### config.mk
export PLATFORM = sky130hd
export DESIGN_NAME = servo_bus_frame_builder
export DESIGN_NICKNAME = d
export VERILOG_FILES = /design/src/rtl/sbfb_pkg.sv /design/src/rtl/sbfb_front.sv /design/src/rtl/sbfb_queue.sv /design/src/rtl/sbfb_back.sv /design/src/rtl/servo_bus_frame_builder.sv
export VERILOG_INCLUDE_DIRS = /design/src /design/src/rtl
export SDC_FILE = /design/constraint.sdc
export NUM_CORES = 1
export LEC_CHECK = 0
export ABC_CLOCK_PERIOD_IN_PS = 5080
export BUFFER_PORTS_ARGS = -buffer_cell sky130_fd_sc_hd__buf_4
export CAP_MARGIN = 10
export CORE_UTILIZATION = 50
export CTS_CLUSTER_SIZE = 14
export DETAILED_ROUTE_END_ITERATION = 7
export HOLD_SLACK_MARGIN = 0.05
export MAX_ROUTING_LAYER = met4
export PLACE_DENSITY = 0.78
export SLEW_MARGIN = 40
export SYNTH_ARGS = -nofsm -noshare
export SYNTH_HDL_FRONTEND = slang
export SYNTH_HIERARCHICAL = 1
export SYNTH_SLANG_ARGS = --single-unit
export TNS_END_PERCENT = 10
### constraint.sdc
create_clock -name clk -period 5.08 [get_ports clk]
set_input_delay 0.254 -clock clk [delete_from_list [all_inputs] [get_ports clk]]
set_output_delay 0.254 -clock clk [all_outputs]
set_load 0.02 [all_outputs]
### src/rtl/servo_bus_frame_builder_assert.svh
// assertion macros shared by the servo bus frame builder
`ifndef SERVO_BUS_FRAME_BUILDER_ASSERT_SVH
`define SERVO_BUS_FRAME_BUILDER_ASSERT_SVH

// same-cycle implication, checked out of reset
`define SBFB_ASSERT_NOW(label, ante, cons, msg) \
    label: assert property (@(posedge clk) disable iff (!rst_n) (ante) |-> (cons)) \
        else $error(msg);

// next-cycle implication, checked out of reset
`define SBFB_ASSERT_NEXT(label, ante, cons, msg) \
    label: assert property (@(posedge clk) disable iff (!rst_n) (ante) |=> (cons)) \
        else $error(msg);

`endif

### src/rtl/sbfb_pkg.sv
// types, constants and slot codes of the servo bus frame builder
package sbfb_pkg;

    // frame layout
    localparam logic [7:0] HDR_BYTE     = 8'h55;
    localparam int         LEN_BASE     = 3;
    localparam int         PARAM_INPUTS = 4;
    localparam int         MAX_PARAMS_DEF = 4;
    localparam int         MAX_FRAME    = 10;
    localparam int         IDX_W        = $clog2(MAX_FRAME);
    localparam int         PSEL_W       = $clog2(PARAM_INPUTS);

    // depth of the queue between front and back
    localparam int         QUEUE_DEPTH  = 2;

    // byte slots of a frame
    localparam logic [IDX_W-1:0] SLOT_HDR0  = IDX_W'(0);
    localparam logic [IDX_W-1:0] SLOT_HDR1  = IDX_W'(1);
    localparam logic [IDX_W-1:0] SLOT_ID    = IDX_W'(2);
    localparam logic [IDX_W-1:0] SLOT_LEN   = IDX_W'(3);
    localparam logic [IDX_W-1:0] SLOT_CMD   = IDX_W'(4);
    localparam logic [IDX_W-1:0] SLOT_PARAM = IDX_W'(5);

    // request beat
    typedef struct packed {
        logic [7:0] servo_addr;
        logic [7:0] frame_length;
        logic [7:0] command_code;
        logic [7:0] param_0;
        logic [7:0] param_1;
        logic [7:0] param_2;
        logic [7:0] param_3;
    } req_t;

    // frame byte beat
    typedef struct packed {
        logic [7:0] tx_byte;
        logic       last_byte;
        logic       bad_length;
    } beat_t;

    // classified request, as queued for the back end
    typedef struct packed {
        logic                             bad;
        logic [7:0]                       servo_addr;
        logic [7:0]                       frame_length;
        logic [7:0]                       command_code;
        logic [PARAM_INPUTS-1:0][7:0]     params;
        logic [7:0]                       checksum;
        logic [IDX_W-1:0]                 last_idx;
    } desc_t;

    // queue head as seen by the back end
    typedef struct packed {
        logic  valid;
        desc_t desc;
    } head_t;

endpackage

### src/rtl/sbfb_front.sv
// front end: length check and checksum of one request
module sbfb_front
    import sbfb_pkg::*;
#(
    parameter int MAX_PARAMS = MAX_PARAMS_DEF
) (
    input  req_t  req,
    output desc_t desc
);

    // parameter count is capped by the parameter inputs that exist
    localparam int EFF_MAX = (MAX_PARAMS > PARAM_INPUTS) ? PARAM_INPUTS : MAX_PARAMS;
    localparam logic [7:0] LEN_MIN = 8'(LEN_BASE);
    localparam logic [7:0] LEN_MAX = 8'(LEN_BASE + EFF_MAX);

    logic [PARAM_INPUTS-1:0][7:0] prm;
    logic                         bad;
    logic [7:0]                   np;

    assign prm = {req.param_3, req.param_2, req.param_1, req.param_0};
    assign bad = (req.frame_length < LEN_MIN) || (req.frame_length > LEN_MAX);
    assign np  = req.frame_length - LEN_MIN;

    // checksum over header fields and the parameters that are sent
    always_comb
    begin
        logic [7:0] sum;
        sum = req.servo_addr + req.frame_length + req.command_code;
        for (int i = 0; i < PARAM_INPUTS; i++)
        begin
            if (8'(i) < np)
            begin
                sum = sum + prm[i];
            end
        end
        desc.bad          = bad;
        desc.servo_addr   = req.servo_addr;
        desc.frame_length = req.frame_length;
        desc.command_code = req.command_code;
        desc.params       = prm;
        desc.checksum     = ~sum;
        // last byte index is length + 2, or 0 for the single error beat
        desc.last_idx     = bad ? '0 : IDX_W'(req.frame_length + 8'd2);
    end

endmodule

### src/rtl/sbfb_queue.sv
// short queue of classified requests between front and back
module sbfb_queue
    import sbfb_pkg::*;
#(
    parameter int DEPTH = QUEUE_DEPTH
) (
    input  logic  clk,
    input  logic  rst_n,
    input  logic  push,
    input  desc_t push_desc,
    output logic  full,
    input  logic  pop,
    output head_t head
);

    localparam int PTR_W = (DEPTH > 1) ? $clog2(DEPTH) : 1;
    localparam int CNT_W = $clog2(DEPTH + 1);
    localparam logic [PTR_W-1:0] PTR_LAST = PTR_W'(DEPTH - 1);

    desc_t             store_reg [DEPTH];
    logic [PTR_W-1:0]  wr_ptr_reg, wr_ptr_next;
    logic [PTR_W-1:0]  rd_ptr_reg, rd_ptr_next;
    logic [CNT_W-1:0]  count_reg, count_next;

    assign full       = (count_reg == CNT_W'(DEPTH));
    assign head.valid = (count_reg != '0);
    assign head.desc  = store_reg[rd_ptr_reg];

    // pointer and fill count update
    always_comb
    begin
        wr_ptr_next = wr_ptr_reg;
        rd_ptr_next = rd_ptr_reg;
        count_next  = count_reg;
        if (push)
        begin
            wr_ptr_next = (wr_ptr_reg == PTR_LAST) ? '0 : wr_ptr_reg + 1'b1;
        end
        if (pop)
        begin
            rd_ptr_next = (rd_ptr_reg == PTR_LAST) ? '0 : rd_ptr_reg + 1'b1;
        end
        if (push && !pop)
        begin
            count_next = count_reg + 1'b1;
        end
        else if (pop && !push)
        begin
            count_next = count_reg - 1'b1;
        end
    end

    always_ff @(posedge clk or negedge rst_n)
    begin
        if (!rst_n)
        begin
            wr_ptr_reg <= '0;
            rd_ptr_reg <= '0;
            count_reg  <= '0;
        end
        else
        begin
            wr_ptr_reg <= wr_ptr_next;
            rd_ptr_reg <= rd_ptr_next;
            count_reg  <= count_next;
        end
    end

    // entry storage
    always_ff @(posedge clk)
    begin
        if (push)
        begin
            store_reg[wr_ptr_reg] <= push_desc;
        end
    end

endmodule

### src/rtl/sbfb_back.sv
// back end: walks a queued request byte by byte into the output register
module sbfb_back
    import sbfb_pkg::*;
(
    input  logic  clk,
    input  logic  rst_n,
    input  head_t head,
    output logic  pop,
    output logic  frame_valid,
    input  logic  frame_stall,
    output beat_t frame
);

    logic [IDX_W-1:0]  idx_reg, idx_next;
    logic              valid_reg, valid_next;
    beat_t             beat_reg, beat_next;
    logic              advance;
    logic              is_last;
    logic [PSEL_W-1:0] psel;
    logic [7:0]        byte_sel;

    assign frame_valid = valid_reg;
    assign frame       = beat_reg;

    // output register is free when empty or being taken
    assign advance = !valid_reg || !frame_stall;
    assign is_last = head.desc.bad || (idx_reg == head.desc.last_idx);
    assign pop     = advance && head.valid && is_last;
    assign psel    = PSEL_W'(idx_reg - SLOT_PARAM);

    // byte for the current slot
    always_comb
    begin
        case (idx_reg)
            SLOT_HDR0, SLOT_HDR1: byte_sel = HDR_BYTE;
            SLOT_ID:              byte_sel = head.desc.servo_addr;
            SLOT_LEN:             byte_sel = head.desc.frame_length;
            SLOT_CMD:             byte_sel = head.desc.command_code;
            default:
            begin
                if (idx_reg == head.desc.last_idx)
                begin
                    byte_sel = head.desc.checksum;
                end
                else
                begin
                    byte_sel = head.desc.params[psel];
                end
            end
        endcase
    end

    // next beat and slot counter
    always_comb
    begin
        idx_next   = idx_reg;
        valid_next = valid_reg;
        beat_next  = beat_reg;
        if (advance)
        begin
            valid_next = head.valid;
            if (head.valid)
            begin
                beat_next.tx_byte    = head.desc.bad ? 8'h00 : byte_sel;
                beat_next.last_byte  = is_last;
                beat_next.bad_length = head.desc.bad;
                idx_next             = is_last ? '0 : idx_reg + 1'b1;
            end
        end
    end

    always_ff @(posedge clk or negedge rst_n)
    begin
        if (!rst_n)
        begin
            idx_reg   <= '0;
            valid_reg <= 1'b0;
        end
        else
        begin
            idx_reg   <= idx_next;
            valid_reg <= valid_next;
        end
    end

    // output payload
    always_ff @(posedge clk)
    begin
        beat_reg <= beat_next;
    end

endmodule

### src/rtl/servo_bus_frame_builder.sv
// top level of the servo bus frame builder
//
// Request channel (req_valid / req_stall / req) takes one servo command:
// id, length field, command code and four parameter bytes. Frame channel
// (frame_valid / frame_stall / frame) gives the serial frame one byte per
// beat: 0x55 0x55, id, length, command, length-3 parameters, checksum, the
// checksum beat marked with last_byte. A length outside 3..3+MAX_PARAMS
// (capped at four) gives one beat with tx_byte 0, last_byte and bad_length.
// A request reaches the output through the queue entry and the output
// register. The byte serializer in the back end gives one byte per cycle
// while frame_stall is low, length+3 bytes a request (one for an error);
// frames follow each other with no gap. A two-entry queue parts request
// intake from the serializer, so requests are taken while a frame is still
// sent. When frame_stall is high the output beat holds, the serializer waits
// and req_stall rises once the queue is full. Reset empties the queue and the
// output register; no bytes are pending afterwards.
module servo_bus_frame_builder
    import sbfb_pkg::*;
#(
    parameter int MAX_PARAMS = MAX_PARAMS_DEF
) (
    input  logic  clk,
    input  logic  rst_n,
    input  logic  req_valid,
    output logic  req_stall,
    input  req_t  req,
    output logic  frame_valid,
    input  logic  frame_stall,
    output beat_t frame
);

`include "servo_bus_frame_builder_assert.svh"

    desc_t front_desc;
    head_t head;
    logic  q_full;
    logic  q_pop;
    logic  q_push;

    assign req_stall = q_full;
    assign q_push    = req_valid && !q_full;

    // classification
    sbfb_front #(
        .MAX_PARAMS(MAX_PARAMS)
    ) u_front (
        .req  (req),
        .desc (front_desc)
    );

    // decoupling queue
    sbfb_queue #(
        .DEPTH(QUEUE_DEPTH)
    ) u_queue (
        .clk       (clk),
        .rst_n     (rst_n),
        .push      (q_push),
        .push_desc (front_desc),
        .full      (q_full),
        .pop       (q_pop),
        .head      (head)
    );

    // byte serializer
    sbfb_back u_back (
        .clk         (clk),
        .rst_n       (rst_n),
        .head        (head),
        .pop         (q_pop),
        .frame_valid (frame_valid),
        .frame_stall (frame_stall),
        .frame       (frame)
    );

    // checks
    `SBFB_ASSERT_NOW(a_bad_is_last, frame_valid && frame.bad_length, frame.last_byte && (frame.tx_byte == 8'h00), "error beat must be a lone zero byte")
    `SBFB_ASSERT_NEXT(a_frame_contiguous, frame_valid && !frame_stall && !frame.last_byte, frame_valid && !frame.bad_length, "gap or error inside a frame")
    `SBFB_ASSERT_NOW(a_pop_needs_entry, q_pop, head.valid && (!frame_valid || !frame_stall), "queue popped while empty or stalled")

endmodule

### Yosys cells after proc, flatten, opt, wreduce, memory -nomap -nowiden

Memory sizes are Yosys's and may differ from the RTL's.
Cells that the tools add are included.

* RAM bits: 138
* memory bits (read-only): 0
* input port bits: 60
* register bits after elaboration: 19
* memories kept: 1
* bits in latches: 0

Memories
* u_queue.store_reg: depth 2, bits a word 69, rd ports 1, clocked after Yosys merged registers in 0, wr ports 1, line sbfb_queue.sv:20 `desc_t store_reg [DEPTH];`

* div/mod/pow operators: 0
* add/subtract/negate cells: 14
* reduce and logical (&&, ||, !) cells: 18
* shift-type cells: 0
* magnitude comparators: 7
* equal/unequal tests: 6
* mux-type cells: 16
* bitwise operators: 1
* multipliers: 0

Operators by type and width (number)
* $add A8 B8 Y8: 6
* $mux W8: 6
* $pmux W8 S4: 1
* $bmux W8 S2: 1
* $lt A1 B8 Y1 const A: 2
* $lt A2 B8 Y1 const A: 2
* $eq A4 B2 Y1 const B: 2
* $gt A8 B3 Y1 const B: 1
* $lt A8 B2 Y1 const B: 1
* $mux W4: 2
* $not A8 Y8: 1
* $sub A8 B2 Y8 const B: 1
* $logic_and A1 B1 Y1: 5
* $logic_not A1 Y1: 5
* $add A4 B1 Y4 const B: 1
* $add A4 B2 Y4 const B: 1
* $eq A4 B1 Y1 const B: 1
* $eq A4 B3 Y1 const B: 1
* $eq A4 B4 Y1: 1
* $logic_not A4 Y1: 1
* $mux W1: 4
* $mux W2: 2
* $reduce_bool A2 Y1: 2
* $sub A2 B1 Y2 const B: 2
* other kinds (7): 10

### Depth between registers and ports, before layout

Gate-level depths: netlist (run 1).

* depth after elaboration: 11
* depth in mapped cells: 29
* mapped depth without buffers: 29

### By module

Netlist (run 1), hierarchy kept.

By module, submodules not included
* sbfb_queue: cells each 231, area each 5520.3 um2, instances 1
* sbfb_front: cells each 314, area each 2454.9 um2, instances 1
* sbfb_back: cells each 105, area each 1257.5 um2, instances 1
* servo_bus_frame_builder: cells each 1, area each 13.8 um2, instances 1

### Least setup slack after synthesis (run 1)

No wires, ideal clock.

* path kind: in2reg
* start: input port req[33] (netlist name)
* end: memory u_queue/store_reg[0][11] (netlist name), data pin
* buffers on the path: 0
* cell stages on the path: 27
* path slack: -0.610 ns
* data arrival time: 5.425 ns
* setup time: 0.264 ns
* data required time: 4.816 ns
* cells stage by stage: inv_1 > fa_1 > inv_1 > ha_1 > fa_1 > ha_1 > a21o_1 > a21oi_1 > xnor2_1 > mux2_4 > ha_1 > xor2_1 > mux2_2 > ha_1 > nand3_1 > nand3_1 > nor2_1 > xor2_1 > mux2i_1 > ha_1 > or2_2 > a21oi_1 > a31oi_1 > xor2_1 > xnor2_1 > o21ai_0 > xnor2_1

RTL lines
* start, declared: line servo_bus_frame_builder.sv:26 `input req_t req,`
* end, declared: line sbfb_queue.sv:20

==> results of run 1 <==
==> cell type report <==
cell class | count | area, um^2
Clock buffer | 17 | 425
Timing Repair Buffer | 187 | 1540
Fill cell | 1288 | 6760
Tap cell | 229 | 287
Clock inverter | 15 | 179
Sequential cell | 157 | 4670
Inverter | 34 | 135
Multi-Input combinational cell | 383 | 4030
==> timing repair <==
item / 4_1_cts / 5_1_grt
hold endpoints to repair: 76 / 3
hold buffers: 36 / 2
gates resized for setup: 36 / 3
pin swaps: 33 / 4
buffers inserted: 10 / 3
setup endpoints to repair: 6 / 8
==> synth_stat cells, types with 8 or more instances <==
| library cell | n | area, um^2 |
|---|---|---|
| a21o_1 | 11 | 82.6 |
| a21oi_1 | 21 | 105 |
| a221o_1 | 8 | 80.1 |
| buf_4 | 58 | 435 |
| dfrtp_1 | 9 | 225 |
| edfxtp_1 | 148 | 4440 |
| fa_1 | 12 | 240 |
| ha_1 | 44 | 551 |
| inv_1 | 34 | 128 |
| mux2_2 | 9 | 101 |
| mux2_4 | 70 | 1050 |
| mux2i_1 | 9 | 90.1 |
| mux4_2 | 8 | 180 |
| nand2_1 | 12 | 45.0 |
| nand3_1 | 17 | 85.1 |
| nor2_1 | 23 | 86.3 |
| o21ai_0 | 23 | 115 |
| xnor2_1 | 24 | 210 |
| xor2_1 | 14 | 123 |
==> where the power goes <==
group	leakage (nW)	switching (W)	internal [W]
logic	2.81	0.00249	0.00264
clock network	0.284	0.000557	0.000742
registers	1.49	0.000180	0.00202
total	4.59	0.00323	0.00539
==> per-stage QoR <==
stage / setup TNS (ps) / cell area, um^2 / hold WS, ps / worst slack [ps]
floorplan: -651 / 9330 / -41.6 / -325
global placement: -2990 / 9980 / 78.7 / -614
detailed placement: -5050 / 10000 / 82.8 / -990
CTS: -335 / 11200 / 50.7 / -167
global route: -2440 / 11300 / 49.8 / -637
finish: -1210 / 11300 / 65.2 / -393
==> worst max-delay path by stage <==
stage | slack [ps] | to | from
2_1_floorplan | -330 | u_queue/store_reg[0][11]$_DFFE_PP_ | req[49]
3_3_place_gp | -610 | u_queue/store_reg[0][11]$_DFFE_PP_ | req[49]
3_5_place_dp | -990 | u_queue/store_reg[0][11]$_DFFE_PP_ | req[49]
4_1_cts | -170 | u_queue/store_reg[1][11]$_DFFE_PP_ | req[33]
5_1_grt | -640 | u_queue/store_reg[1][11]$_DFFE_PP_ | req[50]
6_report | -390 | u_queue/store_reg[1][11]$_DFFE_PP_ | req[50]
==> kinds of logic (layout without fill, tap and decap cells) <==
logic type                 Yosys count  count (layout)  synth area share
AOI/OAI and AO/OA                   92              92            0.0679
xor gates and xnor gates            42              42            0.0442
adders and majority gates           56              56            0.0855
buffers and inverters              111             253            0.0847
DFF                                157             157             0.505
muxes                               96              96             0.154
and+or+nand+nor                     97              97            0.0587
==> layer usage <==
metal  GRT usage  part of all wire  vias to the layer above
met5           -                 0                        -
met4      0.0996             0.036                        0
met3      0.0365             0.063                       49
met2       0.391              0.51                      250
met1       0.289              0.39                     2859
li1            -                 -                     2612
==> metrics, run 1 <==
Clock Path Buffers 2; post-synthesis average cell area 14.2 um^2; die height 138 um; Hold Path Origin req[10]; DIE WIDTH 138 um; commonest non-fill, non-tap cell in the layout edfxtp_1; status complete, but fails checks; synthesized area 9250 um^2; total gr overflow 0; post-synth cell types 57; synth warn 6; non-filler instance count after layout 1022; Yosys reg bits 157; vias in the first global route 5898; Worst path most repeated cell ha_1; Port-buffer cells 71; CP top delay family adder cells; Worst Hold Class input port to flop; worst path arrival time 5630 ps; number of flip-flops in the largest register 138; Syn-to-layout area delta 21.9%; Seq/Total Area, Yosys 0.505; hold endpoint u_queue/store_reg[1][30]$_DFFE_PP_; CP max stage delay 570 ps; Max-Cap Viols 0; static leakage 4.59 nW; ANT cells 0; Slowest-stage cell, CP fa_1; R2R depth 6; crit end category flop; clock latency on the worst-skew pair 430 ps; Peak VDD IR 0.000599 V; CP Depth 27; final setup violation count 4; core area 18000 um^2; area of the die 19000 um^2; Req. time, crit path 5240 ps; final core utilization 0.625; DR vias/cell 5.65; CTS tree yes; worst slew pin tran 831 ps; Post-layout nets 896; Synth Instances 651; Worst R2R Start u_back/idx_reg[0]$_DFFE_PN0P_; total power 0.00862 W; period utilisation layout 1.08; Primary FF master, synth edfxtp_1; Placed Cells 939; post-detailed-routing wire length 20900 um; CTS clk-pin slew, worst paths 70 ps; I/O pin count 72; gr usage total 0.236; antenna-violating nets left 0; hpwl dp 14600 um; failing checks setup timing; FFs w/ async S/R, synth 0.0573; slack of the worst reg-to-reg path 2060 ps; share of cells above drive strength 1 0.409; Final Critical Period 5470 ps; worst hold stages 1; CTS Root Cell clkbuf_16; fmax 183 MHz; Synthesized Nets 767; Pre-antenna DRT Iters 7; Post-synth EDFFs 148; final hold vios 0; initial core utilization 0.513; CTS sink cnt 157; initial antenna violation count 0; Vias 5770; first-pass GRT wire length 32000 um; worst-path maximum fanout 3; Cell Rows 49; routed len/inst 20.5 um; CP Class input port to flop; r2r endpoint u_back/frame[6]$_SDFFCE_PP0P_; drc violations 0; number of DRC markers in iteration 0 503; largest net degree at the start of global routing 41; most frequent cells in the layout edfxtp_1 (148), buf_4 (145), mux2_4 (72); Pwr per Cell Area 765 nW/um^2; H-tree lvl count 4; Slew HR 0.446; CP bufs+invs 2; gp weighted congestion 0.913; RSZ-0062 raised after global routing true; Slew Viols, Final 0; startpoint type of the worst setup path input port; CTS Buf Count 17; Layout Skew 12.1 ps; Final WS setup -393 ps
No activity file was read; power rests on OpenSTA's default activity.
==> run 2: changes to the inputs <==
--- a/config.mk
+++ b/config.mk
@@ -12,7 +12,7 @@
 export CORE_UTILIZATION = 50
 export CTS_CLUSTER_SIZE = 14
 export DETAILED_ROUTE_END_ITERATION = 7
-export HOLD_SLACK_MARGIN = 0.05
+export HOLD_SLACK_MARGIN = 0.15
 export MAX_ROUTING_LAYER = met4
 export PLACE_DENSITY = 0.78
 export SLEW_MARGIN = 40
==> run 2 against run 1 <==
Compared with the run above: the run still ends with setup timing left; flip-flop and latch count unchanged; maximum frequency is 0.41% higher; die area stayed put; combinational power up 6.2%; clock power about the same.
==> metrics, run 2 (synthesis gave the netlist of run 1 again) <==
Slew HR 0.455 (+0.00848); Peak VDD IR 0.000617 V (+3.0%); Layout Skew 11.3 ps (-0.812 ps); Clock Path Buffers 2 (unchanged); Vias 5955 (+3.2%); CTS clk-pin slew, worst paths 70 ps (about the same); CTS sink cnt 157 (unchanged); number of flip-flops in the largest register 138 (unchanged); Placed Cells 939 (unchanged); total gr overflow 0 (unchanged); routed len/inst 20.8 um (+1.4%); first-pass GRT wire length 32700 um (+2.1%); period utilisation layout 1.07 (-0.00438); Cell Rows 49 (unchanged); worst slew pin tran 818 ps (-12.7 ps); ANT cells 0 (unchanged); CTS Root Cell clkbuf_16; Sequential Area 4670 um^2 (unchanged); I/O pin count 72 (unchanged); drc violations 0 (unchanged); core area 18000 um^2 (unchanged); worst-path maximum fanout 5 (+2); die height 138 um (unchanged); crit end category flop; post-detailed-routing wire length 21600 um (+3.4%); CTS tree yes; Fill cells 1239 (-3.8%); Req. time, crit path 5240 ps (about the same); H-tree lvl count 4 (unchanged); Internal 0.00556 W (+3.1%); CTS Buf Count 17 (unchanged); commonest non-fill, non-tap cell in the layout edfxtp_1; Port-buffer cells 71 (unchanged); Slew Viols, Final 0 (unchanged); number of DRC markers in iteration 0 528 (+5.0%); Final WS setup -371 ps (+22.3 ps); gp weighted congestion 0.913 (unchanged); R2R depth 6 (unchanged); hpwl dp 14600 um (unchanged); Slowest-stage cell, CP fa_2; status complete, but fails checks; gr usage total 0.241 (+0.00472); Pwr per Cell Area 777 nW/um^2 (+1.5%); worst path arrival time 5610 ps (-20 ps); sequential power share 0.245 (-0.010); largest net degree at the start of global routing 41 (unchanged); RSZ-0062 raised after global routing true; non-filler instance count after layout 1042 (+2.0%); Post-layout nets 916 (+2.2%); clock latency on the worst-skew pair 430 ps (about the same); static leakage 4.68 nW (+2.0%); share of cells above drive strength 1 0.411 (+0.00225); DR vias/cell 5.71 (+1.2%); final core utilization 0.639 (+0.0143); Syn-to-layout area delta 24.6%; failing checks setup timing; Net Sw Frac 0.379 (+0.00451); CP Class input port to flop; multi-input logic area 4090 um^2 (+1.4%); Worst Hold Class input port to flop; Pre-antenna DRT Iters 5 (-2); final setup violation count 6 (+2); part of the power in combinational logic 0.609 (+0.014); initial antenna violation count 0 (unchanged); worst hold stages 2 (+1); Clk pwr share 0.146 (-0.005); Final Critical Period 5450 ps (-22.3 ps); antenna-violating nets left 0 (unchanged); fmax 183 MHz (+0.41%); most frequent cells in the layout edfxtp_1 (148), buf_4 (147), mux2_4 (72); Max-Cap Viols 0 (unchanged); CP max stage delay 590 ps (+20 ps); Hold Worst Slack 169 ps (+103 ps); startpoint type of the worst setup path input port; dpl ws -990 ps (unchanged); vias in the first global route 6083 (+3.1%); final hold vios 0 (unchanged); DIE WIDTH 138 um (unchanged); initial core utilization 0.513 (unchanged); P_sw 0.00339 W (+5.0%); area of the die 19000 um^2 (unchanged)
## run 2: changes by cell type in the layout (fill, tap and decap cells not counted), moves of 2 or more
cell | before | now
a21oi_1 | 12 | 14
a21oi_2 | 8 | 6
buf_4 | 145 | 147
dlygate4sd3_1 | 38 | 54
o21ai_1 | 8 | 6
o21ai_2 | 2 | 4
## run 2: power by group through the flow
stage	clock network [W]	registers (W)	logic, W
2_1_floorplan	0	0.00219	0.00331
3_3_place_gp	0	0.00225	0.00403
3_5_place_dp	0	0.00222	0.00437
4_1_cts	0.00131	0.00220	0.00489
5_1_grt	0.00137	0.00222	0.00574
6_report	0.00130	0.00220	0.00545
## run 2: final timing paths
path | start | to | slack, ps
setup / recovery | req[33] | u_queue/store_reg[1][11]$_DFFE_PP_ | -370
hold / removal | req[43] | u_queue/store_reg[1][55]$_DFFE_PP_ | 170
setup reg to reg | u_back/idx_reg[0]$_DFFE_PN0P_ | u_back/frame[6]$_SDFFCE_PP0P_ | 2100
hold reg to reg | u_queue/count_reg[1]$_DFFE_PN0P_ | u_queue/count_reg[1]$_DFFE_PN0P_ | 480
max in group asynchronous | rst_n | u_queue/rd_ptr_reg$_DFFE_PN0P_ | 4740
min in group asynchronous | rst_n | u_queue/count_reg[1]$_DFFE_PN0P_ | 190
## run 2: stage by stage
stage	total power [W]	instance area, um^2	setup TNS [ps]
floorplan	0.00550	9330	-651
global placement	0.00628	9980	-2990
detailed placement	0.00659	10000	-5050
CTS	0.00840	11400	-330
global route	0.00933	11500	-2340
finish	0.00895	11500	-1270
## run 2: per-layer routing
| metal | track usage | share of wire | vias up |
|---|---|---|---|
| met5 | - | 0 | - |
| met4 | 0.0996 | 0.039 | 0 |
| met3 | 0.0362 | 0.065 | 60 |
| met2 | 0.402 | 0.51 | 282 |
| met1 | 0.294 | 0.39 | 2964 |
| li1 | - | - | 2649 |
## run 2: repair_timing
action | 4_1_cts | 5_1_grt
setup buffers | 10 | 7
pin swaps | 33 | 29
resized for setup | 36 | 14
endpoints found under the hold margin | 114 | 0
hold buffers | 54 | 0
endpoints found under the setup margin | 6 | 8
## run 2: worst max-delay path: cells and delay by family
family                   cells  cell delay (ps)
multiplexers                 3              750
AND/OR/NAND/NOR              4              530
buffers and inverters        3              140
adder cells (fa/ha/maj)      7             2360
XOR/XNOR                     6              940
AO/OA/AOI/OAI                5              660
## run 2: layout make-up
| class | count | area share |
|---|---|---|
| clock buffers | 17 | 0.0369 |
| multi-input cells | 383 | 0.354 |
| well taps | 229 | 0.0249 |
| repair buffers | 207 | 0.151 |
| inverters | 34 | 0.0117 |
| flip-flops and latches | 157 | 0.405 |
| clock inverters | 15 | 0.0155 |
==> run 3: changes to the inputs <==
--- a/config.mk
+++ b/config.mk
@@ -6,13 +6,12 @@
 export SDC_FILE = /design/constraint.sdc
 export NUM_CORES = 1
 export LEC_CHECK = 0
-export ABC_CLOCK_PERIOD_IN_PS = 5080
+export ABC_CLOCK_PERIOD_IN_PS = 5950
 export BUFFER_PORTS_ARGS = -buffer_cell sky130_fd_sc_hd__buf_4
 export CAP_MARGIN = 10
 export CORE_UTILIZATION = 50
 export CTS_CLUSTER_SIZE = 14
 export DETAILED_ROUTE_END_ITERATION = 7
-export HOLD_SLACK_MARGIN = 0.15
 export MAX_ROUTING_LAYER = met4
 export PLACE_DENSITY = 0.78
 export SLEW_MARGIN = 40
==> constraint.sdc (replaced) <==
create_clock -name clk -period 5.95 [get_ports clk]
set_input_delay 0.2975 -clock clk [delete_from_list [all_inputs] [get_ports clk]]
set_output_delay 0.2975 -clock clk [all_outputs]
set_load 0.02 [all_outputs]
==> run 3 against run 2 <==
Compared with the run above: the run now ends clean; non-clock buffer count fell by 103; sequential power fell by 15%; die area did not move; clock power fell by 22%; critical path depth fell by 1; utilization fell by 6.7 points; flip-flop and latch count did not move; first-iteration DRC count rose by 8.1%; worst hold slack got worse by 110 ps; power fell by 26%; combinational power fell by 31%; highest routed layer unchanged.
==> metrics, run 3 (synthesis gave the netlist of run 1 again) <==
post-detailed-routing wire length 18800 um (-13%); static leakage 4.14 nW (-12%); share of cells above drive strength 1 0.355 (-0.0559); CP Depth 27 (-3.6%); worst-path maximum fanout 4 (-1); largest net degree at the start of global routing 70 (+71%); CP bufs+invs 4 (+1); dpl ws -284 ps (+707 ps); routed len/inst 20.0 um (-3.5%); Final WS setup 240 ps (+611 ps); I/O pin count 72 (unchanged); total gr overflow 0 (unchanged); r2r endpoint u_back/frame[9]$_SDFFCE_PP0P_; CTS sink cnt 157 (unchanged); CP top delay family adder cells; worst path arrival time 5880 ps (+270 ps); Worst path most repeated cell ha_1; gr usage total 0.212 (-0.0290); initial core utilization 0.513 (unchanged); CTS tree yes; Vias 5300 (-11%); startpoint type of the worst setup path input port; Fill cells 1369 (+10%); Peak VDD IR 0.000528 V (-14%); Worst Hold Class input port to flop; core area 18000 um^2 (unchanged); DR vias/cell 5.64 (-1.2%); Layout Skew 17.8 ps (+6.48 ps); fmax 175 MHz; Pre-antenna DRT Iters 4 (-1); status finished, final reports clean; Slew Viols, Final 0 (unchanged); CP Class input port to flop; area of the die 19000 um^2 (unchanged); Pwr per Cell Area 644 nW/um^2 (-17%); most frequent cells in the layout edfxtp_1 (148), buf_4 (101), mux2_4 (70); slack of the worst reg-to-reg path 2910 ps (+810 ps); first-pass GRT wire length 28500 um (-13%); period utilisation layout 0.960; vias in the first global route 5337 (-12%); Req. time, crit path 6120 ps (+880 ps); CP max stage delay 580 ps (about the same); gp weighted congestion 0.897 (-1.7%); final setup violation count 0 (-6); Post-layout nets 813 (-11%); number of flip-flops in the largest register 138 (unchanged); CTS Buf Count 17 (unchanged); Port-buffer cells 71 (unchanged); worst slew pin tran 814 ps (-4.49 ps); initial antenna violation count 0 (unchanged); clock latency on the worst-skew pair 440 ps (about the same); crit end category flop; Clock Path Buffers 2 (unchanged); Worst R2R Start u_queue/rd_ptr_reg$_DFFE_PN0P_; crit path launch req[33]; Slew HR 0.458 (+0.00299); Syn-to-layout area delta 11.6%; hpwl dp 13300 um (-9.3%); antenna-violating nets left 0 (unchanged); DIE WIDTH 138 um (unchanged); Final Critical Period 5710 ps; crit path capture u_queue/store_reg[1][11]$_DFFE_PP_; Final TNS setup 0 ps (+1270 ps); drc violations 0 (unchanged); commonest non-fill, non-tap cell in the layout edfxtp_1; ANT cells 0 (unchanged); number of DRC markers in iteration 0 571 (+8.1%); die height 138 um (unchanged); CTS clk-pin slew, worst paths 70 ps (about the same); R2R depth 4 (-2); CTS Root Cell clkbuf_16; H-tree lvl count 4 (unchanged); final hold vios 0 (unchanged); Slowest-stage cell, CP fa_1; Max-Cap Viols 0 (unchanged); Cell Rows 49 (unchanged)
## run 3: layout make-up
| class | instances | area, um^2 | area share |
|---|---|---|---|
| well taps | 229 | 287 | 0.0278 |
| multi-input cells | 383 | 3880 | 0.376 |
| inverters | 34 | 128 | 0.0124 |
| clock buffers | 22 | 475 | 0.0461 |
| clock inverters | 10 | 80.1 | 0.00776 |
| repair buffers | 104 | 791 | 0.0767 |
| flip-flops and latches | 157 | 4670 | 0.453 |
## run 3: worst min-delay path by stage
stage          startpoint  depth (start not counted)                                  to  slack [ps]
2_1_floorplan       rst_n                          0      u_back/frame_valid$_DFFE_PN0N_           2
3_3_place_gp        rst_n                          1    u_queue/count_reg[0]$_DFFE_PN0P_         120
3_5_place_dp        rst_n                          1      u_back/frame_valid$_DFFE_PN0N_         130
4_1_cts           req[33]                          1  u_queue/store_reg[1][45]$_DFFE_PP_          40
5_1_grt           req[33]                          1  u_queue/store_reg[1][45]$_DFFE_PP_          40
6_report          req[54]                          1  u_queue/store_reg[1][66]$_DFFE_PP_          60
## run 3: metal layers
metal	up-vias	track usage	wire length [um]
li1	2441	-	-
met1	2659	0.264	8070
met3	34	0.0420	972
met5	-	-	0
met2	166	0.341	9330
met4	0	0.0845	434
## run 3: worst register-to-register path, cell delays in order, from the launching register on
cell	delay (ps)
dfrtp_4	810
buf_4	750
mux2_4	400
mux4_2	480
a221o_1	350
## run 3: power breakdown
part	total, W	switching, W	internal (W)
sequential	0.00188	0.000159	0.00172
combinational	0.00375	0.00186	0.00188
clock	0.00102	0.000441	0.000577
total	0.00664	0.00246	0.00418
## run 3: timing repair
item	CTS	global route
endpoints found under the setup margin	0	4
hold buffers	1	0
setup buffers	0	2
resized for setup	0	12
hold endpoints to repair	9	0
## run 3: metrics by stage
stage	instances	instance area, um^2	hold slack (ps)	power [W]	util
after floorplan	651	9250	1.91	0.00456	-
after global placement	904	9650	124	0.00523	0.535
after detailed placement	904	9660	129	0.00542	0.536
after CTS	937	10200	43.4	0.00646	0.567
after global routing	939	10300	41.2	0.00704	0.572
final	939	10300	58.2	0.00664	0.572
